===== config.mk =====
export PLATFORM = sky130hd
export DESIGN_NAME = nibble_framer_stuff_checksum_top_flat
export DESIGN_NICKNAME = d
export VERILOG_FILES = /design/src/rtl/core/nfsc_pkg.sv /design/src/rtl/core/nfsc_if.sv /design/src/rtl/core/nibble_framer_stuff_checksum_top.sv /design/src/flat_wrapper.sv
export SDC_FILE = /design/constraint.sdc
export NUM_CORES = 1
export LEC_CHECK = 0
export ABC_AREA = 1
export BUFFER_PORTS_ARGS = -buffer_cell sky130_fd_sc_hd__buf_2
export CORE_ASPECT_RATIO = 0.9
export CORE_MARGIN = 10
export CORE_UTILIZATION = 45
export DETAILED_ROUTE_END_ITERATION = 12
export SLEW_MARGIN = 0
export SYNTH_ARGS = -nofsm -noshare
export SYNTH_HDL_FRONTEND = slang
export SYNTH_SLANG_ARGS = --single-unit

===== constraint.sdc =====
create_clock -name clk_i -period 2.9 [get_ports clk_i]
set_input_delay 0.145 -clock clk_i [delete_from_list [all_inputs] [get_ports clk_i]]
set_output_delay 0.145 -clock clk_i [all_outputs]
set_load 0.05 [all_outputs]

===== src/rtl/core/nfsc_pkg.sv =====
// Shared constants and types for the nibble framer with stuffing and checksum.
// No dependencies; the interfaces and the top level import this package.
`timescale 1ns / 1ps

package nfsc_pkg;

  localparam int unsigned NibW       = 4;
  localparam int unsigned KindW      = 2;
  localparam int unsigned SumW       = 8;
  localparam int unsigned MaxResults = 7;
  localparam int unsigned CntW       = $clog2(MaxResults + 1);
  localparam int unsigned IdxW       = $clog2(MaxResults);

  localparam logic [NibW-1:0] FLAG_FIRST  = 4'b0111;
  localparam logic [NibW-1:0] FLAG_SECOND = 4'b1110;
  localparam logic [NibW-1:0] STUFF_NIB   = 4'b0000;
  localparam logic [SumW-1:0] CHECK_MOD   = 8'b10001001;

  typedef enum logic [KindW-1:0] {
    KIND_FLAG    = 2'd0,
    KIND_STUFF   = 2'd1,
    KIND_PAYLOAD = 2'd2,
    KIND_CHECK   = 2'd3
  } nib_kind_e;

  typedef struct packed {
    logic [NibW-1:0] nibble;
    nib_kind_e       kind;
  } line_beat_t;

endpackage


===== src/rtl/core/nfsc_if.sv =====
// Valid/ready channel interfaces for payload nibbles in and line nibbles out.
// Depends on nfsc_pkg for field widths.
`timescale 1ns / 1ps

interface nfsc_in_if
  import nfsc_pkg::*;
();
  logic            valid;
  logic            ready;
  logic [NibW-1:0] nibble;
  logic            frame_last;

  modport source (output valid, output nibble, output frame_last, input ready);
  modport sink   (input valid, input nibble, input frame_last, output ready);
endinterface

interface nfsc_out_if
  import nfsc_pkg::*;
();
  logic             valid;
  logic             ready;
  logic [NibW-1:0]  out_nibble;
  logic [KindW-1:0] nibble_kind;
  logic             run_end;

  modport source (output valid, output out_nibble, output nibble_kind, output run_end,
                  input ready);
  modport sink   (input valid, input out_nibble, input nibble_kind, input run_end,
                  output ready);
endinterface


===== src/rtl/core/nibble_framer_stuff_checksum_top.sv =====
// Nibble framer: flag delimiting, zero-nibble stuffing and a modulo-137 checksum.
// Depends on nfsc_pkg and the nfsc_in_if / nfsc_out_if interfaces.
`timescale 1ns / 1ps

// One payload nibble in gives one to seven line nibbles out, one beat per cycle
// while the output is ready: two opening flags at frame start, a stuffed zero where
// 0111 is followed by 1110, the payload nibble, and on the last nibble two checksum
// nibbles and two closing flags. The output port sets the rate. An item is taken
// into the input register while the previous item's beats are still being sent;
// its beats are built in one pass and load the output buffer as the last beat
// before them leaves.
module nibble_framer_stuff_checksum_top
  import nfsc_pkg::*;
(
  input  logic      clk_i,
  input  logic      rst_ni,
  nfsc_in_if.sink   in_i,
  nfsc_out_if.source out_o
);

  logic            a_valid_q;
  logic [NibW-1:0] a_nib_q;
  logic            a_last_q;

  logic            in_frame_q;
  logic            prev_valid_q;
  logic [NibW-1:0] prev_q;
  logic [SumW-1:0] sum_q;

  logic            b_valid_q;
  logic [CntW-1:0] b_cnt_q;
  logic [IdxW-1:0] b_idx_q;
  line_beat_t      seq_q [MaxResults];

  line_beat_t      seq_d [MaxResults];
  logic [CntW-1:0] cnt_d;
  logic [SumW-1:0] sum_d;

  logic            b_last_beat;
  logic            out_take;
  logic            a_move;
  logic            in_take;

  assign b_last_beat = (CntW'(b_idx_q) == b_cnt_q - CntW'(1));
  assign out_take    = b_valid_q && out_o.ready;
  assign a_move      = a_valid_q && (!b_valid_q || (out_take && b_last_beat));
  assign in_i.ready  = !a_valid_q || a_move;
  assign in_take     = in_i.valid && in_i.ready;

  always_comb begin
    logic [SumW-1:0] sum_base;
    logic [SumW-1:0] sum_raw;
    logic [CntW-1:0] n;
    sum_base = in_frame_q ? sum_q : '0;
    sum_raw  = sum_base + SumW'(a_nib_q);
    sum_d    = (sum_raw >= CHECK_MOD) ? sum_raw - CHECK_MOD : sum_raw;
    n        = '0;
    for (int i = 0; i < MaxResults; i++) begin
      seq_d[i] = '{nibble: STUFF_NIB, kind: KIND_FLAG};
    end
    if (!in_frame_q) begin
      seq_d[n[IdxW-1:0]] = '{nibble: FLAG_FIRST, kind: KIND_FLAG};
      n = n + CntW'(1);
      seq_d[n[IdxW-1:0]] = '{nibble: FLAG_SECOND, kind: KIND_FLAG};
      n = n + CntW'(1);
    end
    if (in_frame_q && prev_valid_q && prev_q == FLAG_FIRST && a_nib_q == FLAG_SECOND) begin
      seq_d[n[IdxW-1:0]] = '{nibble: STUFF_NIB, kind: KIND_STUFF};
      n = n + CntW'(1);
    end
    seq_d[n[IdxW-1:0]] = '{nibble: a_nib_q, kind: KIND_PAYLOAD};
    n = n + CntW'(1);
    if (a_last_q) begin
      seq_d[n[IdxW-1:0]] = '{nibble: sum_d[SumW-1:NibW], kind: KIND_CHECK};
      n = n + CntW'(1);
      seq_d[n[IdxW-1:0]] = '{nibble: sum_d[NibW-1:0], kind: KIND_CHECK};
      n = n + CntW'(1);
      seq_d[n[IdxW-1:0]] = '{nibble: FLAG_FIRST, kind: KIND_FLAG};
      n = n + CntW'(1);
      seq_d[n[IdxW-1:0]] = '{nibble: FLAG_SECOND, kind: KIND_FLAG};
      n = n + CntW'(1);
    end
    cnt_d = n;
  end

  always_ff @(posedge clk_i or negedge rst_ni) begin
    if (!rst_ni) begin
      a_valid_q    <= 1'b0;
      in_frame_q   <= 1'b0;
      prev_valid_q <= 1'b0;
      prev_q       <= '0;
      sum_q        <= '0;
      b_valid_q    <= 1'b0;
      b_cnt_q      <= '0;
      b_idx_q      <= '0;
    end else begin
      if (in_take) begin
        a_valid_q <= 1'b1;
      end else if (a_move) begin
        a_valid_q <= 1'b0;
      end
      if (a_move) begin
        in_frame_q   <= !a_last_q;
        prev_valid_q <= !a_last_q;
        prev_q       <= a_nib_q;
        sum_q        <= sum_d;
        b_valid_q    <= 1'b1;
        b_cnt_q      <= cnt_d;
        b_idx_q      <= '0;
      end else if (out_take) begin
        if (b_last_beat) begin
          b_valid_q <= 1'b0;
        end else begin
          b_idx_q <= b_idx_q + IdxW'(1);
        end
      end
    end
  end

  always_ff @(posedge clk_i) begin
    if (in_take) begin
      a_nib_q  <= in_i.nibble;
      a_last_q <= in_i.frame_last;
    end
    if (a_move) begin
      seq_q <= seq_d;
    end
  end

  assign out_o.valid       = b_valid_q;
  assign out_o.out_nibble  = seq_q[b_idx_q].nibble;
  assign out_o.nibble_kind = KindW'(seq_q[b_idx_q].kind);
  assign out_o.run_end     = b_last_beat;

endmodule

===== src/flat_wrapper.sv =====
// flat-port wrapper written by rule: the top's interface ports become plain ports
module nibble_framer_stuff_checksum_top_flat import nfsc_pkg::*;
  (clk_i, rst_ni, in_i_valid, in_i_nibble, in_i_frame_last, in_i_ready, out_o_valid, out_o_out_nibble, out_o_nibble_kind, out_o_run_end, out_o_ready);
  nfsc_in_if in_i_i ();
  nfsc_out_if out_o_i ();
  input  logic clk_i;
  input  logic rst_ni;
  input wire logic [$bits(in_i_i.valid)-1:0] in_i_valid;
  input wire logic [$bits(in_i_i.nibble)-1:0] in_i_nibble;
  input wire logic [$bits(in_i_i.frame_last)-1:0] in_i_frame_last;
  output wire logic [$bits(in_i_i.ready)-1:0] in_i_ready;
  output wire logic [$bits(out_o_i.valid)-1:0] out_o_valid;
  output wire logic [$bits(out_o_i.out_nibble)-1:0] out_o_out_nibble;
  output wire logic [$bits(out_o_i.nibble_kind)-1:0] out_o_nibble_kind;
  output wire logic [$bits(out_o_i.run_end)-1:0] out_o_run_end;
  input wire logic [$bits(out_o_i.ready)-1:0] out_o_ready;
  assign in_i_i.valid = in_i_valid;
  assign in_i_i.nibble = in_i_nibble;
  assign in_i_i.frame_last = in_i_frame_last;
  assign in_i_ready = in_i_i.ready;
  assign out_o_valid = out_o_i.valid;
  assign out_o_out_nibble = out_o_i.out_nibble;
  assign out_o_nibble_kind = out_o_i.nibble_kind;
  assign out_o_run_end = out_o_i.run_end;
  assign out_o_i.ready = out_o_ready;
  nibble_framer_stuff_checksum_top u_core (.clk_i(clk_i), .rst_ni(rst_ni), .in_i(in_i_i), .out_o(out_o_i));
endmodule

==> qor.csv, run 1 <==
metric,value,unit
clockBufferDepth,2,
worst_slew_pin_slew,496,ps
synth_compound_area_share,12.7,%
dr.pass1.iters,5,
synth_edf_count,42,
fmax,341,MHz
mostFrequentLayoutCells,"135 x nand2_1, 67 x inv_1, 51 x nor2_1",
crit_slowest_cell,fa_2,
clk_latency,350,ps
die-width,124,µm
hp-class,in -> reg,
layout_min_cycle_time,2930,ps
synth_top_family_by_area,simple AND/OR/NAND/NOR gates,
synthSimpleGateAreaFrac,30.1,%
grt_max_degree,42,
dp_cells,719,
fp.dieArea,14000,µm²
fin_worst_skew,8.15,ps
synth_fa_ha_area_share,5.07,%
ys_ff_latch,63,
setup_viol,2,
start_kind,register,
dieHeight,113,µm
regToRegStartpoint,u_core.in_frame_q,
fillerInstances,885,
outcome,"finished, violations left",
overflow,0,
synth_mux_area_share,0,%
cts_buffers,9,
worstPathArrival,3020,ps
layout_commonest_cell,nand2_1,
crit_chain,"nand2_1, inv_1, ha_2, fa_2, inv_2, ha_2, nand3b_1, nand3_2, nand4_4, nand3b_1, nand2_2, a21oi_1, a21oi_1",
slew_headroom,67.0,%
ys_types,42,
io_buffer_count,17,
power_density,1240,nW/µm²
async_reset_ff_share,33.3,%
grt_pass1_wl,20400,µm
drive_gt1_share,20.1,%
rr_worst_depth,13,
viasPerCell,5.47,
nets,649,
peakVddDrop,0.746,mV
endpoint,u_core.seq_q[34],
antenna_found_initial,0,
htree_levels,3,
dp_worst_setup_slack,-37.7,ps
core,9250,µm²
synth-xor-area-share,2.05,%
synth_nets,597,
cp-end-kind,register,
violations,negative setup slack,
clock_sinks,63,
rsz0062_at_grt,yes,
worstPathRequired,2990,ps
drt_wl_total,13200,µm
gp_congestion,0.942,
dpl.hpwl,9690,µm
ant_nets,0,
maxSlewViolCount,0,
antenna_cells,0,
netlist_instances,571,
p_leak,2.39,nW
power.total,6.40,mW
post-route-period-util,101,%
critPathKind,reg -> reg,
ctsRootBufferMaster,clkbuf_8,
hold_viol_final,0,
syn_avg_cell_area,7.60,µm²
cp-startpoint,u_core.in_frame_q,
grt_pass1_vias,3698,
post-route-drc-count,0,
via_count,4101,
ys_warn_count,0,
track_usage,18.8,%
fin_cells,750,
crit_path_max_incr_delay,540,ps
ff2ff_setup_slack,-30,ps
cap_viol_max_count,0,
drt_iter0_drc,416,
initial_core_util,46.9,%
seq_area_frac_synth,41.2,%
reg2reg_to,u_core.seq_q[34],
area_growth,19.3,%
fp-row-count,33,
setup_ws,-29.5,ps
synth_area,4340,µm²
synth-main-ff-cell,edfxtp_1,
clkTransAtPathRegs,70,ps
drt-wirelength-per-cell,17.6,µm
top_level_ports,18,
crit_fanout,5,
cts_tree,yes,
[cells by family after synthesis]
group | after synthesis
AND/OR/NAND/NOR | 288
AO/OA/AOI/OAI | 99
XOR/XNOR | 8
flip-flops | 63
adder cells (fa/ha/maj) | 17
buffers and inverters | 96
[power by group]
group	switching [mW]	internal (mW)	leakage, nW	total [mW]
combinational	2.68	1.33	1.66	4.00
clock	0.382	0.425	0.103	0.806
sequential	0.197	1.39	0.628	1.59
total	3.26	3.14	2.39	6.40
[registers in the layout, indices dropped and copies added, names as in the netlist]
register,cells
u_core.b_cnt_q,3
u_core.prev_q,4
u_core.a_nib_q,4
u_core.a_valid_q,1
u_core.sum_q,8
u_core.b_idx_q,3
u_core.seq_q,37
u_core.out_o.valid,1
u_core.in_frame_q,1
u_core.a_last_q,1
[area by class of cell]
type / count / area [µm²] / area share [%]
Clock buffer: 10 / 138 / 2.66
Clock inverter: 6 / 68.8 / 1.33
Inverter: 73 / 274 / 5.29
Multi-Input combinational cell: 413 / 2310 / 44.7
Sequential cell: 63 / 1790 / 34.5
Tap cell: 122 / 153 / 2.95
Timing Repair Buffer: 63 / 445 / 8.60
[critical path: cells and delay by family, from the launching register on]
family                     cells  cell delay, ps
AOI/OAI and AO/OA              2             320
adders and majority gates      3             880
buffers and inverters          2             100
DFF                            1             410
and+or+nand+nor                6             950
[through the flow]
stage	hold slack (ps)	area (µm²)	setup TNS (ps)	util [%]
6_report	77.5	5180	-34.4	56.0
2_1_floorplan	-151	4350	0	-
5_1_grt	98.3	5180	-1340	56.0
3_3_place_gp	127	4720	-1.70	51.0
4_1_cts	60.1	4990	0	54.0
3_5_place_dp	140	4720	-55.5	51.0
[synth_stat cells (4+ instances only)]
cell | number | area share, %
nand2_1 | 143 | 12
inv_1 | 69 | 6.0
nand3_1 | 54 | 6.2
nor2_1 | 51 | 4.4
edfxtp_1 | 42 | 29
o21ai_0 | 41 | 4.7
a21oi_1 | 30 | 3.5
dfrtp_1 | 21 | 12
clkbuf_1 | 17 | 1.5
ha_1 | 16 | 4.6
a31oi_1 | 12 | 1.7
nand2_2 | 10 | 1.4
nand4_1 | 9 | 1.3
nand3_2 | 4 | 0.92
xnor2_1 | 4 | 0.81
[metal layers]
metal / GRT usage, % / vias to the layer above / wire length (µm)
met4: 6.75 / 0 / 340
met1: 26.1 / 1937 / 5840
li1: - / 2001 / -
met2: 27.9 / 139 / 6070
met3: 4.13 / 24 / 918
met5: 0 / - / 0
[timing repair]
item,in CTS,in global routing
endpoints found under the setup margin,4,25
gates resized for setup,1,28
hold endpoints to repair,26,0
gates cloned,0,1
pin swaps,0,7
hold buffers,6,0
setup buffers,0,8
[worst min-delay path by stage]
| stage | start | end | slack, ps | cells after the start |
|---|---|---|---|---|
| after floorplan | rst_ni | u_core.a_valid_q | -150 | 0 |
| after global placement | rst_ni | u_core.sum_q[3] | 130 | 1 |
| after detailed placement | rst_ni | u_core.sum_q[3] | 140 | 1 |
| after CTS | in_i_valid | u_core.a_valid_q | 60 | 3 |
| after global routing | in_i_valid | u_core.a_valid_q | 100 | 3 |
| final | in_i_valid | u_core.a_valid_q | 80 | 3 |
No activity file was read; power rests on OpenSTA's default activity.
==> run 2: changes to the inputs <==
Settings changed: CORE_UTILIZATION 45 to 56, PLACE_DENSITY set to 0.76.
==> run 2 against run 1 <==
Effect of this change: the flow now finishes without violations; core utilization grew 12 points; register-to-register slack improved by 70 ps; sequential power hardly changed; non-clock buffer count is 7 lower; count of clock-buffer cells in the layout increased by 1; setup slack better by 67 ps; power decreased by 2.1%; combinational power down 1%; final cell count decreased by 4.4%; largest power group unchanged.
==> qor.csv, run 2 (synthesis results as in run 1) <==
metric,value,unit,change
seqCellArea,1790,µm²,unchanged
fp-row-count,30,,was 33
met3_length,1190,µm,was 918 µm
io_buffer_count,17,,unchanged
nets,642,,was 649
multi_input_area,2380,µm²,was 2310 µm²
min_delay_path_depth,3,,unchanged
cts_buffers,9,,unchanged
maxSlewViolCount,0,,unchanged
dpl.hpwl,9730,µm,was 9690 µm
fp.dieArea,11700,µm²,was 14000 µm²
utilization,68.2,%,was 56.0%
worstPathArrival,2950,ps,was 3020 ps
ff2ff_setup_slack,40,ps,was -30 ps
regToRegStartpoint,u_core.in_frame_q,,unchanged
gp_congestion,0.985,,was 0.942
post-route-drc-count,0,,unchanged
hp-class,in -> reg,,unchanged
setup_viol,0,,was 2
slew_headroom,67.7,%,was 67.0%
post-route-period-util,98.7,%,was 101%
drt-met1-wl,5370,µm,was 5840 µm
min-delay-start,in_i_valid,,unchanged
initial_core_util,57.5,%,was 46.9%
biggestRegsByFlops,"u_core.seq_q (37), u_core.sum_q (8)",,unchanged
overflow,0,,unchanged
critPathKind,reg -> reg,,unchanged
drt-wirelength-per-cell,18.3,µm,was 17.6 µm
ctsRootBufferMaster,clkbuf_8,,unchanged
top_register,u_core.seq_q,,unchanged
via_count,4213,,was 4101
antenna_found_initial,0,,unchanged
routed.top_layer,met4,,unchanged
htree_levels,3,,unchanged
reg2reg_to,u_core.seq_q[20],,was u_core.seq_q[34]
fin_setup_tns,0,ps,was -34.4 ps
die-width,113,µm,was 124 µm
layout_commonest_cell,nand2_1,,unchanged
fmax,349,MHz,was 341 MHz
crit_fanout,7,,was 5
fin_worst_skew,9.51,ps,was 8.15 ps
drt_wl_total,13100,µm,was 13200 µm
hold_viol_final,0,,unchanged
drive_gt1_share,20.0,%,was 20.1%
grt_pass1_vias,3989,,was 3698
antenna_cells,0,,unchanged
dpl_cell_area,4660,µm²,was 4720 µm²
area_growth,18.6,%,was 19.3%
power_density,1220,nW/µm²,was 1240 nW/µm²
top_level_ports,18,,unchanged
layout_min_cycle_time,2860,ps,was 2930 ps
dr_wl_met2,6070,µm,about the same
outcome,"finished, final reports clean",,"was finished, violations left"
hold_end,u_core.a_valid_q,,unchanged
rsz0062_at_grt,yes,,unchanged
dr.pass1.iters,5,,unchanged
ant_nets,0,,unchanged
start_kind,register,,unchanged
grt_max_degree,40,,was 42
dp_worst_setup_slack,-30.6,ps,was -37.7 ps
clk_latency,350,ps,about the same
cp-startpoint,u_core.in_frame_q,,unchanged
worstPathRequired,2990,ps,about the same
cap_viol_max_count,0,,unchanged
rr_worst_depth,15,,was 13
cts_tree,yes,,unchanged
holdWs,83.1,ps,was 77.5 ps
cp-end-kind,register,,unchanged
clock_sinks,63,,unchanged
design_area,5150,µm²,was 5180 µm²
core,7540,µm²,was 9250 µm²
setup_ws,37.1,ps,was -29.5 ps
grt_pass1_wl,20600,µm,was 20400 µm
fillerInstances,638,,was 885
largest_register_ffs,37,,unchanged
dieHeight,104,µm,was 113 µm
clockBufferDepth,2,,unchanged
drt_iter0_drc,552,,was 416
clkTransAtPathRegs,70,ps,about the same
worst_slew_pin_slew,485,ps,was 496 ps
mostFrequentLayoutCells,"133 x nand2_1, 65 x inv_1, 50 x nor2_1",,"was 135 x nand2_1, 67 x inv_1, 51 x nor2_1"
peakVddDrop,0.768,mV,was 0.746 mV
track_usage,21.6,%,was 18.8%
p_leak,2.35,nW,was 2.39 nW
viasPerCell,5.88,,was 5.47
run 2: layout make-up:
class | instances | area share [%]
multi-input cells | 413 | 46.2
clock buffers | 11 | 2.55
flip-flops and latches | 63 | 34.7
repair buffers | 56 | 7.87
clock inverters | 5 | 0.972
well taps | 96 | 2.33
inverters | 73 | 5.32
run 2: report_power, final:
group          internal (mW)  switching [mW]  total, mW
clock network          0.390           0.332      0.722
registers               1.39           0.194       1.58
logic                   1.27            2.69       3.96
run 2: critical path, stage by stage (launching register included):
cell and delay [ps]:
dfrtp_1 420, nand2_1 100, inv_2 50, ha_4 160, fa_2 560, inv_2 60, ha_2 170, nand3b_1 190
nand3_2 130, nand4_4 140, nand2_4 190, nand2_4 110, nand3_1 90, nand3_1 80, nand3_1 70, nand2_1 80
run 2: timing repair:
item	CTS	global route
resized for setup	3	44
setup buffers	0	6
hold buffers	6	0
cloned	0	1
hold endpoints to repair	26	0
pin swaps	0	14
endpoints found under the setup margin	2	23
run 2: routing by layer:
| metal | global-route usage [%] | up-vias |
|---|---|---|
| met5 | 0 | - |
| met4 | 10.1 | 0 |
| met3 | 5.25 | 46 |
| met2 | 33.7 | 242 |
| met1 | 27.5 | 1939 |
| li1 | - | 1986 |
run 2: worst max path at each step:
stage	cells past startpoint	endpoint
2_1_floorplan	17	u_core.seq_q[22]
3_3_place_gp	14	u_core.seq_q[29]
3_5_place_dp	14	u_core.seq_q[38]
4_1_cts	15	u_core.seq_q[21]
5_1_grt	15	u_core.seq_q[38]
6_report	15	u_core.seq_q[20]
run 2: through the flow:
stage	power, mW	cells
floorplan	4.23	571
global placement	5.11	688
detailed placement	5.19	688
CTS	5.94	710
global route	6.70	717
finish	6.26	717
==> run 3: changes to the inputs <==
Settings changed: CORE_MARGIN 10 to 1.5.
==> run 3 against run 2 <==
Effect of this change: routed wire length decreased by 1.3%; die area down 29%; power grew 1.0%; sequential power hardly changed; global-route usage grew 11 points; cell area fell by 1.6%; combinational power decreased by 2%; non-clock buffer count did not move; critical path depth did not move; count of clock-buffer cells in the layout is 1 lower; fmax barely moved; sequential cell count unchanged; highest routed layer unchanged.
==> qor.csv, run 3 (synthesis results as in run 1) <==
metric,value,unit,change
cp-end-kind,register,,unchanged
p_comb_share,61.4,%,was 63.2%
area_growth,16.7,%,was 18.6%
grt_pass1_vias,3886,,was 3989
largest_register_ffs,37,,unchanged
cp_common_cell,nand2_1,,was nand3_1
via_count,4121,,was 4213
gr-max-usage-layer,met2,,unchanged
maxSlewViolCount,0,,unchanged
nets,641,,was 642
cts_tree,yes,,unchanged
post-route-period-util,98.8,%,was 98.7%
clkTransAtPathRegs,70,ps,about the same
multi_input_area,2280,µm²,was 2380 µm²
track_usage,32.9,%,was 21.6%
ant_nets,0,,unchanged
drt_wl_total,13000,µm,was 13100 µm
initial_core_util,57.5,%,unchanged
dr.pass1.iters,5,,unchanged
cts_buffers,9,,unchanged
fillerInstances,661,,was 638
top_register,u_core.seq_q,,unchanged
seqCellArea,1790,µm²,unchanged
start_kind,register,,unchanged
peakVddDrop,0.773,mV,was 0.768 mV
worstPathArrival,2980,ps,was 2950 ps
internal_power,3.12,mW,was 3.04 mW
die-width,95.8,µm,was 113 µm
crit_slowest_cell,fa_2,,unchanged
grt_use_met2,54.7,%,was 33.7%
hold_viol_final,0,,unchanged
overflow,0,,unchanged
cap_viol_max_count,0,,unchanged
fp-row-count,30,,unchanged
io_buffer_count,17,,unchanged
layout_min_cycle_time,2870,ps,was 2860 ps
clk_latency,360,ps,was 350 ps
switching_power,3.21,mW,was 3.22 mW
fp.dieArea,8290,µm²,was 11700 µm²
top_level_ports,18,,unchanged
critPathKind,reg -> reg,,unchanged
grtUsageMet1,42.6,%,was 27.5%
fin_worst_skew,5.06,ps,was 9.51 ps
setup_viol,0,,unchanged
clock_sinks,63,,unchanged
p_leak,2.35,nW,about the same
grt_use_met3,6.58,%,was 5.25%
hp-class,in -> reg,,unchanged
dieHeight,86.5,µm,was 104 µm
setup_ws,35.0,ps,was 37.1 ps
slew_headroom,65.3,%,was 67.7%
biggestRegsByFlops,"u_core.seq_q (37), u_core.sum_q (8)",,unchanged
clockBufferDepth,2,,unchanged
layout_commonest_cell,nand2_1,,unchanged
drt_iter0_drc,419,,was 552
htree_levels,3,,unchanged
worst_slew_pin_slew,521,ps,was 485 ps
drive_gt1_share,18.4,%,was 20.0%
grt_max_degree,44,,was 40
outcome,"finished, final reports clean",,unchanged
dpl.hpwl,9200,µm,was 9730 µm
grt_pass1_wl,20000,µm,was 20600 µm
dp_worst_setup_slack,-101,ps,was -30.6 ps
core,7540,µm²,unchanged
worstPathRequired,3010,ps,was 2990 ps
fin_setup_tns,0,ps,unchanged
rsz0062_at_grt,yes,,unchanged
mostFrequentLayoutCells,"136 x nand2_1, 67 x inv_1, 51 x nor2_1, 51 x nand3_1, 42 x edfxtp_1",,"was 133 x nand2_1, 65 x inv_1, 50 x nor2_1"
post-route-drc-count,0,,unchanged
ctsRootBufferMaster,clkbuf_8,,unchanged
power_density,1250,nW/µm²,was 1220 nW/µm²
antenna_cells,0,,unchanged
pwr-share-clk,13.4,%,was 11.5%
ff2ff_setup_slack,30,ps,was 40 ps
antenna_found_initial,0,,unchanged
fmax,349,MHz,about the same
drt-wirelength-per-cell,18.1,µm,was 18.3 µm
crit_chain,"nand2_1, inv_2, ha_4, fa_2, inv_2, ha_4, nand3b_1, nand3_2, nand4_4, nand3b_1, nand2_2, a21oi_2, nand2_1, nand2_1, nand2_1",,"was nand2_1, inv_2, ha_4, fa_2, inv_2, ha_2, nand3b_1, nand3_2, nand4_4, nand2_4, nand2_4, nand3_1, nand3_1, nand3_1, nand2_1"
viasPerCell,5.76,,was 5.88
crit_path_max_incr_delay,550,ps,was 560 ps
seq_power_share,25.1,%,was 25.2%
swShare,50.7,%,was 51.4%
crit_fanout,6,,was 7
gp_congestion,1.07,,was 0.985
-- run 3: changes by cell type in the layout (fill, tap and decap cells not counted), moves of 3 or more --
cell     change
nand2_4      -8
nand2_2      +5
nand3_1      +5
nand3_2      -5
nand2_1      +3
-- run 3: per-stage QoR --
step / cell area [µm²] / total power [mW] / instances / hold slack, ps / utilization, %
floorplan: 4350 / 4.23 / 571 / -151 / -
global placement: 4620 / 5.06 / 684 / 121 / 61.2
detailed placement: 4620 / 5.16 / 684 / 129 / 61.2
CTS: 4910 / 6.02 / 708 / 94.2 / 65.1
global route: 5070 / 6.76 / 716 / 146 / 67.2
finish: 5070 / 6.33 / 716 / 88.0 / 67.2
-- run 3: metal layers --
metal	wire length, µm	vias to the layer above
met1	5380	1918
li1	-	1989
met3	1030	36
met5	0	-
met2	6180	178
met4	372	0
-- run 3: path summary, 6_finish.rpt --
check / depth (start not counted) / start / endpoint
max reg2reg: 15 / u_core.in_frame_q / u_core.seq_q[22]
max: 15 / u_core.in_frame_q / u_core.seq_q[22]
min reg2reg: 2 / u_core.prev_q[0] / u_core.prev_q[0]
min in group asynchronous: 2 / rst_ni / u_core.sum_q[0]
max in group asynchronous: 2 / rst_ni / u_core.sum_q[4]
min: 3 / in_i_valid / u_core.a_valid_q
-- run 3: power groups by stage --
stage / Combinational (mW) / Clock [mW] / Sequential, mW
floorplan: 2.71 / 0 / 1.52
global placement: 3.47 / 0 / 1.59
detailed placement: 3.56 / 0 / 1.60
CTS: 3.60 / 0.846 / 1.58
global route: 4.26 / 0.879 / 1.62
finish: 3.89 / 0.848 / 1.59
-- run 3: repair_timing --
item,4_1_cts,5_1_grt
endpoints found under the hold margin,26,0
pin swaps,1,12
endpoints found under the setup margin,8,24
gates resized for setup,1,25
hold buffers,6,0
buffers inserted,2,8
-- run 3: critical path: cells and delay by family (launching register included) --
| kind | cells | cell delay (ps) |
|---|---|---|
| adders and majority gates | 3 | 850 |
| AOI/OAI and AO/OA | 1 | 160 |
| and+or+nand+nor | 9 | 1090 |
| buffers and inverters | 2 | 110 |
| DFF | 1 | 400 |
-- run 3: cell type report --
| class | count | area share (%) |
|---|---|---|
| clock buffers | 10 | 2.52 |
| multi-input cells | 412 | 45.0 |
| repair buffers | 56 | 7.75 |
| inverters | 73 | 5.41 |
| well taps | 96 | 2.37 |
| clock inverters | 6 | 1.68 |
| flip-flops and latches | 63 | 35.3 |
